==> config.mk <==
export PLATFORM = sky130hd
export DESIGN_NAME = subpicture_rle_decoder
export DESIGN_NICKNAME = d
export VERILOG_FILES = /design/src/hw/rtl/srd_pkg.sv /design/src/hw/rtl/subpicture_rle_decoder.sv
export SDC_FILE = /design/constraint.sdc
export NUM_CORES = 1
export LEC_CHECK = 0
export BUFFER_PORTS_ARGS = -buffer_cell sky130_fd_sc_hd__buf_2
export CAP_MARGIN = 20
export CORE_MARGIN = 5
export CORE_UTILIZATION = 30
export CTS_CLUSTER_SIZE = 8
export DETAILED_ROUTE_END_ITERATION = 8
export PLACE_DENSITY = 0.5
export RECOVER_POWER = 50
export SETUP_SLACK_MARGIN = 0.05
export SYNTH_ARGS = -nofsm -noshare
export SYNTH_HDL_FRONTEND = slang
export SYNTH_SLANG_ARGS = --single-unit
==> constraint.sdc <==
create_clock -name i_clk -period 42.7 [get_ports i_clk]
set_input_delay 2.135 -clock i_clk [delete_from_list [all_inputs] [get_ports i_clk]]
set_output_delay 2.135 -clock i_clk [all_outputs]
set_load 0.005 [all_outputs]
==> src/hw/rtl/srd_pkg.sv <==
`timescale 1ns / 1ps

package srd_pkg;

    // Largest line width and line count that the decoder is built for.
    localparam int MAX_WIDTH_DEF = 4096;
    localparam int MAX_LINES_DEF = 2048;

    localparam int CFG_DATA_W  = 13;
    localparam int CFG_INDEX_W = 1;

    // Configuration register indexes.
    localparam logic [CFG_INDEX_W-1:0] CFG_LINE_WIDTH = 1'd0;
    localparam logic [CFG_INDEX_W-1:0] CFG_LINE_COUNT = 1'd1;

    localparam logic [12:0] LINE_WIDTH_RESET = 13'd720;
    localparam logic [11:0] LINE_COUNT_RESET = 12'd240;

    typedef struct packed {
        logic [7:0] data_byte;
        logic       field_start;
        logic       buffer_last;
    } t_in_item;

    typedef struct packed {
        logic [11:0] run_start;
        logic [10:0] line_index;
        logic [12:0] run_length;
        logic [1:0]  pixel_color;
        logic        field_done;
        logic        out_of_data;
        logic        last;
    } t_out_item;

endpackage

==> src/hw/rtl/subpicture_rle_decoder.sv <==
`timescale 1ns / 1ps

// Decodes the RLE bytes of one DVD subpicture field into runs of 2-bit color,
// each reported with its line, start column and length. A byte sits in the
// input register while both of its nibbles are decoded, and its results (up
// to two runs and an out-of-data status) are loaded into a three-entry
// result bank that drains one result per cycle onto the output while the
// output is not stalled. A byte is decoded only when the bank is empty or
// its last result is being taken, so the single output channel draining the
// bank sets the pace. The next byte is taken into the input register while
// results still wait. The first result of a byte is presented on the output
// once the byte has been decoded from the input register into the bank.
// Configuration writes take effect at once and should only be made while no
// request is in flight.
module subpicture_rle_decoder
    import srd_pkg::*;
#(
    parameter int MAX_WIDTH = MAX_WIDTH_DEF,
    parameter int MAX_LINES = MAX_LINES_DEF
) (
    input  logic                   i_clk,
    input  logic                   i_rst_n,

    input  logic                   i_cfg_we,
    input  logic [CFG_INDEX_W-1:0] i_cfg_index,
    input  logic [CFG_DATA_W-1:0]  i_cfg_data,

    input  logic                   i_in_valid,
    input  t_in_item               i_in,
    output logic                   o_in_stall,

    output logic                   o_out_valid,
    output t_out_item              o_out,
    input  logic                   i_out_stall
);

    localparam int CW = $clog2(MAX_WIDTH);
    localparam int WW = $clog2(MAX_WIDTH + 1);
    localparam int LW = $clog2(MAX_LINES + 1);

    typedef struct packed {
        logic [5:0]    accum;
        logic [1:0]    held;
        logic [CW-1:0] col;
        logic [LW-1:0] line;
        logic          finished;
    } t_dec_state;

    typedef struct packed {
        t_dec_state st;
        logic       emit;
        logic       line_end;
        t_out_item  res;
    } t_nib_step;

    function automatic t_nib_step f_nibble(t_dec_state s, logic [3:0] nib,
                                           logic [WW-1:0] w, logic [LW-1:0] h);
        t_nib_step     o;
        logic [9:0]    v;
        logic [7:0]    run;
        logic [2:0]    cnt;
        logic          complete;
        logic [WW-1:0] col_ext;
        logic [WW-1:0] rest;
        logic [WW-1:0] len;
        logic [WW-1:0] col_sum;
        logic [LW-1:0] line_nx;
        v        = {s.accum, nib};
        run      = v[9:2];
        cnt      = {1'b0, s.held} + 3'd1;
        o        = '0;
        o.st     = s;
        col_ext  = WW'(s.col);
        rest     = '0;
        len      = '0;
        col_sum  = '0;
        line_nx  = '0;
        case (cnt)
            3'd1:    complete = (v >= 10'h004);
            3'd2:    complete = (v >= 10'h010);
            3'd3:    complete = (v >= 10'h040);
            default: complete = 1'b1;
        endcase
        if (!complete) begin
            o.st.accum = v[5:0];
            o.st.held  = cnt[1:0];
        end else begin
            o.st.accum = '0;
            o.st.held  = '0;
            o.emit     = 1'b1;
            rest = (col_ext < w) ? (w - col_ext) : '0;
            // A code below four fills the rest of the line.
            if (v < 10'h004) begin
                len = rest;
            end else if (13'(run) > 13'(rest)) begin
                len = rest;
            end else begin
                len = WW'(run);
            end
            col_sum = col_ext + len;
            o.res.run_start   = 12'(s.col);
            o.res.line_index  = 11'(s.line);
            o.res.run_length  = 13'(len);
            o.res.pixel_color = v[1:0];
            if (col_sum >= w) begin
                o.line_end = 1'b1;
                line_nx    = s.line + 1'b1;
                o.st.line  = line_nx;
                o.st.col   = '0;
                if (line_nx >= h) begin
                    o.st.finished    = 1'b1;
                    o.res.field_done = 1'b1;
                end
            end else begin
                o.st.col = CW'(col_sum);
            end
        end
        return o;
    endfunction

    logic [12:0]   r_line_width;
    logic [11:0]   r_line_count;
    logic          r_in_valid;
    t_in_item      r_in;
    t_dec_state    r_state;
    t_out_item     r_bank [3];
    logic [1:0]    r_cnt;

    logic [WW-1:0] w_eff;
    logic [LW-1:0] h_eff;
    t_dec_state    s0;
    t_nib_step     step_hi;
    t_nib_step     step_lo;
    logic          emit_hi;
    logic          emit_lo;
    logic          emit_st;
    t_out_item     res_hi;
    t_out_item     res_lo;
    t_out_item     res_st;
    t_dec_state    n_state;
    t_out_item     n_bank [3];
    logic [1:0]    n_cnt;
    logic          out_take;
    logic          bank_free;
    logic          dec_go;
    logic          in_take;

    always_comb begin
        if (r_line_width == '0) begin
            w_eff = WW'(1);
        end else if (r_line_width > 13'(MAX_WIDTH)) begin
            w_eff = WW'(MAX_WIDTH);
        end else begin
            w_eff = WW'(r_line_width);
        end
        if (r_line_count == '0) begin
            h_eff = LW'(1);
        end else if (r_line_count > 12'(MAX_LINES)) begin
            h_eff = LW'(MAX_LINES);
        end else begin
            h_eff = LW'(r_line_count);
        end
    end

    // Both nibbles of the held byte are decoded in one pass; the low nibble
    // is skipped when the high one ends a line or the field.
    always_comb begin
        s0      = r_in.field_start ? '0 : r_state;
        step_hi = f_nibble(s0, r_in.data_byte[7:4], w_eff, h_eff);
        step_lo = f_nibble(step_hi.st, r_in.data_byte[3:0], w_eff, h_eff);
        emit_hi = !s0.finished && step_hi.emit;
        emit_lo = !s0.finished && !step_hi.st.finished && !step_hi.line_end
                  && step_lo.emit;
        n_state = s0;
        if (!s0.finished) begin
            if (!step_hi.st.finished && !step_hi.line_end) begin
                n_state = step_lo.st;
            end else begin
                n_state = step_hi.st;
            end
        end
        emit_st = !n_state.finished && r_in.buffer_last;
        if (emit_st) begin
            n_state.finished = 1'b1;
        end

        res_hi      = step_hi.res;
        res_hi.last = !emit_lo && !emit_st;
        res_lo      = step_lo.res;
        res_lo.last = !emit_st;
        res_st             = '0;
        res_st.out_of_data = 1'b1;
        res_st.last        = 1'b1;
    end

    assign out_take   = (r_cnt != 2'd0) && !i_out_stall;
    assign bank_free  = (r_cnt == 2'd0) || ((r_cnt == 2'd1) && out_take);
    assign dec_go     = r_in_valid && bank_free;
    assign o_in_stall = r_in_valid && !dec_go;
    assign in_take    = i_in_valid && !o_in_stall;

    assign o_out_valid = (r_cnt != 2'd0);
    assign o_out       = r_bank[0];

    always_comb begin
        n_bank[0] = r_bank[0];
        n_bank[1] = r_bank[1];
        n_bank[2] = r_bank[2];
        n_cnt     = r_cnt;
        if (dec_go) begin
            n_bank[0] = emit_hi ? res_hi : (emit_lo ? res_lo : res_st);
            n_bank[1] = (emit_hi && emit_lo) ? res_lo : res_st;
            n_bank[2] = res_st;
            n_cnt     = 2'({1'b0, emit_hi} + {1'b0, emit_lo} + {1'b0, emit_st});
        end else if (out_take) begin
            n_bank[0] = r_bank[1];
            n_bank[1] = r_bank[2];
            n_cnt     = r_cnt - 2'd1;
        end
    end

    always_ff @(posedge i_clk) begin
        if (!i_rst_n) begin
            r_line_width <= LINE_WIDTH_RESET;
            r_line_count <= LINE_COUNT_RESET;
            r_in_valid   <= 1'b0;
            r_state      <= '0;
            r_cnt        <= 2'd0;
        end else begin
            if (i_cfg_we) begin
                case (i_cfg_index)
                    CFG_LINE_WIDTH: r_line_width <= i_cfg_data;
                    CFG_LINE_COUNT: r_line_count <= i_cfg_data[11:0];
                    default: ;
                endcase
            end
            if (in_take) begin
                r_in_valid <= 1'b1;
            end else if (dec_go) begin
                r_in_valid <= 1'b0;
            end
            if (dec_go) begin
                r_state <= n_state;
            end
            r_cnt <= n_cnt;
        end
    end

    always_ff @(posedge i_clk) begin
        if (in_take) begin
            r_in <= i_in;
        end
        r_bank[0] <= n_bank[0];
        r_bank[1] <= n_bank[1];
        r_bank[2] <= n_bank[2];
    end

endmodule
* Word-level counts from Yosys, hierarchy flattened
Memory sizes are Yosys's and may differ from the RTL's.
Cells that the tools add are included.
** Word-level totals
- Flip-flop bits (word level) :: 71
- Memory bits (writable) :: 123
- Bits of input ports :: 29
- Output and inout port bits :: 43
- Logic and storage cells :: 125
- Memories kept :: 1
** Memory list
- r_bank :: words 3, bits a word 41, rd ports 3, clocked after memory_dff 0, wr ports 3, line subpicture_rle_decoder.sv:126 : t_out_item r_bank [3];
** Cells by class
- Add/sub/neg operators :: 11
- Order comparisons :: 18
- Equal/unequal tests :: 7
- Muxes and demuxes :: 44
- Bitwise logic cells :: 1
- Reductions and logical operators :: 31
** Operator list (number)
- 2-to-1 mux 41 bit :: 4
- 2-to-1 mux 82 bit :: 2
- 2-to-1 mux 13 bit :: 12
- 2-to-1 mux 66 bit :: 2
- 2-to-1 mux 33 bit :: 3
- 2-to-1 mux 12 bit :: 4
- adder 12 x 13 -> 13 bit :: 2
- >= comparator 13 bit :: 2
- greater-than comparator 8 x 13 -> 1 bit :: 2
- < comparator 12 x 13 -> 1 bit :: 2
- subtractor 13 x 12 -> 13 bit :: 2
- adder 12 x 1 -> 12 bit (second input constant) :: 2
- >= comparator 12 bit :: 2
- >= comparator 10 x 3 -> 1 bit (second input constant) :: 2
- >= comparator 10 x 5 -> 1 bit (second input constant) :: 2
- >= comparator 10 x 7 -> 1 bit (second input constant) :: 2
- < comparator 10 x 3 -> 1 bit (second input constant) :: 2
- 2-to-1 mux 8 bit :: 2
- greater-than comparator 13 bit (second input constant) :: 1
- logical AND 1 bit :: 13
- zero test 13 bit :: 1
- == test 3 x 2 -> 1 bit (second input constant) :: 4
- greater-than comparator 12 bit (second input constant) :: 1
- zero test 12 bit :: 1
- other kinds (15) :: 40

* Depth between registers and ports, before layout
- Word-level depth :: 31
- Depth in mapped cells :: 96
- Mapped depth without buffers :: 93

* Worst setup path after synthesis
Ideal clock, no wire load.
- Path kind :: reg2reg
- Start :: register r_in[1] (netlist bit)
- End :: register r_cnt[0]
- Library setup time :: 0.115 ns
- Data arrival time :: 17.152 ns
- Required time :: 42.584 ns
- Slack :: 25.432 ns
- Cell stages (with the launch flop) :: 94
- Path buffers :: 6
- Period minus slack after synthesis :: 17.268 ns
- Path through :: edfxtp_1 > clkbuf_1 > clkbuf_1 > nor2b_1 > inv_1 > ha_1 > a21oi_1 > o21ai_0 > a221o_1 > a21o_1 > a211oi_1 > o22ai_1 > clkbuf_1 > nand2_1 > ha_1 > nor2b_1 > o21a_1 > o21a_1 > [... 58 more ...] > o21bai_1 > a21oi_1 > o21bai_1 > a21oi_1 > o21bai_1 > a21oi_1 > xnor2_1 > ha_1 > nand4_1 > nor2_1 > a221oi_1 > clkbuf_1 > nor3_1 > a211oi_1 > nand2_1 > fa_1 > nand2_1 > and3_1
** Between the ends
- Cells in the longest elaborated chain, start to end :: 27
- Elaborated cells on any way between the ends :: 65
- Those cells by class :: add/sub (10); order compare (16); eq/ne (6); mux (23); reduce/logical (10)
** Ends and longest elaborated chain
- start, declared :: line subpicture_rle_decoder.sv:124 : t_in_item r_in;
- start signal, assigned :: line subpicture_rle_decoder.sv:251 : r_in <= i_in;
- 2-to-1 mux 33 bit * :: line subpicture_rle_decoder.sv:168 : s0 = r_in.field_start ? '0 : r_state;
- subtractor 13 x 12 -> 13 bit / < comparator 12 x 13 -> 1 bit (equally long branches) :: line subpicture_rle_decoder.sv:91 : rest = (col_ext < w) ? (w - col_ext) : '0;
- 2-to-1 mux 13 bit :: line subpicture_rle_decoder.sv:91
- greater-than comparator 8 x 13 -> 1 bit :: line subpicture_rle_decoder.sv:95 : end else if (13'(run) > 13'(rest)) begin
- 2-to-1 mux 13 bit :: line subpicture_rle_decoder.sv:95
- 2-to-1 mux 13 bit :: line subpicture_rle_decoder.sv:93 : if (v < 10'h004) begin
- 2-to-1 mux 13 bit :: line subpicture_rle_decoder.sv:84 : if (!complete) begin
- adder 12 x 13 -> 13 bit :: line subpicture_rle_decoder.sv:100 : col_sum = col_ext + len;
- [... 11 more ...]
- 2-to-1 mux 13 bit :: line subpicture_rle_decoder.sv:105 : if (col_sum >= w) begin
- 2-to-1 mux 66 bit :: line subpicture_rle_decoder.sv:84
- 2-to-1 mux 33 bit :: line subpicture_rle_decoder.sv:176 : if (!step_hi.st.finished && !step_hi.line_end) begin
- 2-to-1 mux 33 bit :: line subpicture_rle_decoder.sv:175 : if (!s0.finished) begin
- zero test 1 bit :: line subpicture_rle_decoder.sv:182 : emit_st = !n_state.finished && r_in.buffer_last;
- logical AND 1 bit :: line subpicture_rle_decoder.sv:182
- adder 2 x 1 -> 2 bit * :: line subpicture_rle_decoder.sv:214 : n_cnt = 2'({1'b0, emit_hi} + {1'b0, emit_lo} + {1'b0, emit_st});
- 2-to-1 mux 2 bit * :: line subpicture_rle_decoder.sv:210 : if (dec_go) begin
- end signal, assigned :: line subpicture_rle_decoder.sv:245 : r_cnt <= n_cnt;
- end, declared :: line subpicture_rle_decoder.sv:127 : logic [1:0] r_cnt;
Mark *: on every way between the ends. The rest lies on a longest branch, timed or not. The select of a mux whose other input is x is not followed.
A chain may end at the register's enable or synchronous reset.

* Final worst setup path
Same ends and word-level chain as after synthesis.

==> run_results.csv <==
group,metric,value,unit
status,status,"complete, but fails checks",
status,violations,"max-capacitance violations, max-slew violations",
grt,grt_overflow_total,0,
timing,fin_skew,0.0124,ns
logic_synthesis,synth_area_leaders,"edfxtp_1, ha_1, dfxtp_1, nand2_1, nor2_1",
logic_synthesis,ys_warn_count,0,
drt,viasPerCell,5.43,
logic_synthesis,syn-num-nets,1582,
clock_network,cts_resized,0,
worst_hold_path,hold_start,"r_state[6]",
die,dieArea,45200,sq um
clock_network,clk-insertion-delay-late,0.47,ns
timing,worst_slew_pin_slew,2.91,ns
critical_path,cp_common_cell,"a21oi_1",
die,core_area,40700,sq um
power_and_ir_drop,ir_drop,0.0292,mV
grt,grt_start_max_net_pins,63,
clock_network,clock_path_buffers,2,
drt,wire_per_inst,21.9,um
timing,rsz0062_at_grt,"no",
timing,max_freq,50.7,MHz
critical_path,startpoint,"r_in[1]",
critical_path,regToRegStartpoint,"r_in[1]",
timing,hold_viol,0,
logic_synthesis,yosysSeqAreaShare,32.4,%
timing,slew_headroom,-94.2,%
finish,n_fill_cell,4337,
timing,drv_slew,148,
logic_synthesis,async_reset_ff_share,0,%
grt,grt_pass1_vias,10400,
critical_path,path_max_fanout,42,
drt,ant_nets,0,
logic_synthesis,syn-instance-count,1433,
timing,finalSetupViolCount,0,
drt,drc_errors,0,
logic_synthesis,synth_largest_area_cell,"edfxtp_1",
run,drv_cap,3,
finish,num-nets-final,1596,
place,dp_hpwl,33700,um
finish,area.growth.synth_to_final,9.75,%
timing,hold_ws,0.484,ns
clock_network,cts_tree,"built",
die,row_count,74,
critical_path,required,43.05,ns
clock_network,cts_hold_buf,0,
logic_synthesis,avgSynthCellArea,8.59,sq um
clock_network,clockRootBuffer,"clkbuf_16",
finish,final_cell_mix,"nand2_1, nor2_1, ha_1",
grt,antenna_found_initial,1,
logic_synthesis,synth_cell_types,81,
logic_synthesis,synth_edf_count,92,
timing,timing.final.crit_share,46.2,%
grt,grt_pass1_wl,65500,um
die,start_util,30.2,%
critical_path,max_stage_delay,0.70,ns
drt,num_vias,10800,
finish,layout_commonest_cell,"nand2_1",
clock_network,cts_setup_buffers,0,
critical_path,endpoint_kind,"flip-flop",
logic_synthesis,ys_ff_latch,153,
logic_synthesis,synthFlopType,"edfxtp_1",
logic_synthesis,synth_area,12300,sq um
place,io_buffers,71,
die,num_io_pins,72,
clock_network,clock_sinks,153,
clock_network,cts-htree-levels,4,
critical_path,rr_worst_depth,88,
timing,fin_tns_setup,0,ns
worst_hold_path,holdPathStages,2,
clock_network,clkTransAtPathRegs,0.07,ns
power_and_ir_drop,power_density,59.4,nW/um^2
power_and_ir_drop,p_leak,5.65,nW
drt,drtIter0Drc,899,
timing,finalWorstPathRequiredPeriod,19.73,ns
worst_hold_path,hold_class,"reg -> reg",
drt,drt-pass1-iter-count,7,
finish,drive_gt1_share,8.01,%
power_and_ir_drop,power,0.802,mW
critical_path,start_kind,"flip-flop",
critical_path,crit_type,"reg -> reg",
clock_network,cts_buffers,17,
die,die-width,213,um
finish,antennaDiodeCount,0,
place,gp_congestion,0.969,
grt,groute.usage.overall,19.4,%
logic_synthesis,synth_top_area_share,22.5,%
critical_path,cp.arrival,20.08,ns
drt,totalWireLength,43700,um
critical_path,cp_slowest_cell,"o22ai_1",
die,die_y,213,um
[layout make-up]
cell class                      instances  area, sq um  area share (%)
Sequential cell                       153         3980            29.5
Timing Repair Buffer                   95          482            3.57
Clock inverter                         10         90.1           0.667
Multi-Input combinational cell       1091         7470            55.3
Clock buffer                           22          475            3.52
Tap cell                              532          666            4.93
Inverter                               89          334            2.47
[sequential cells by signal, indices dropped and copies added (netlist names)]
signal and count:
r_state 33, r_bank 82, r_in_valid 1, r_line_width 13, r_in 10, r_cnt 2, r_line_count 12
[worst max-delay path, delay by kind of cell (launching register included)]
kind / cells / cell delay, ns
compound gates: 47 / 9.78
xor+xnor: 2 / 0.30
fa+ha+maj: 10 / 3.53
buf+inv: 5 / 1.01
flops: 1 / 0.36
mux: 1 / 0.50
simple gates: 23 / 4.03
[stage by stage]
step	setup slack [ns]	area (sq um)	utilization, %	instances
floorplan	25.43	12300	-	1433
global placement	23.75	13000	31.9	1960
detailed placement	23.31	13000	31.9	1960
CTS	23.27	13600	33.3	1992
global route	21.40	13500	33.1	1992
finish	22.97	13500	33.1	1992
[cell usage after synthesis, drive strengths merged, types with 24 or more instances]
master  count
a22oi      26
nor2      133
a22o       24
buf        49
xnor2      34
a21boi     24
nor2b      48
edfxtp     92
xor2       33
a21oi      70
nand2     153
inv        88
clkbuf     51
o21ai      60
nor3       29
ha        115
a21o       31
nand3      36
dfxtp      61
[logic make-up (layout without fill, tap and decap cells)]
| logic type | after synthesis | after routing | share of synthesized area [%] |
|---|---|---|---|
| compound gates | 394 | 394 | 23.1 |
| xor+xnor | 67 | 67 | 4.77 |
| fa+ha+maj | 125 | 125 | 12.9 |
| buf+inv | 189 | 216 | 7.08 |
| flops | 153 | 153 | 32.4 |
| mux | 6 | 6 | 0.498 |
| simple gates | 499 | 499 | 19.3 |
[routing by layer]
layer / track usage, % / wire (um)
met1: 27.9 / 21600
met2: 29.0 / 18600
met3: 3.95 / 2290
met4: 6.64 / 1140
met5: 0 / 9
[final timing paths]
path	slack (ns)	end
worst max-delay path	22.97	r_cnt[0]
worst min-delay path	0.48	r_state[6]
worst max register to register	22.97	r_cnt[0]
worst min register to register	0.48	r_state[6]
[report_power, final]
| part | internal, mW | switching, mW | total, mW |
|---|---|---|---|
| Sequential | 0.211 | 0.0172 | 0.228 |
| Clock | 0.0850 | 0.0647 | 0.150 |
| Combinational | 0.145 | 0.279 | 0.424 |
| Total | 0.442 | 0.360 | 0.802 |
Power figures use the tool's default switching activity.
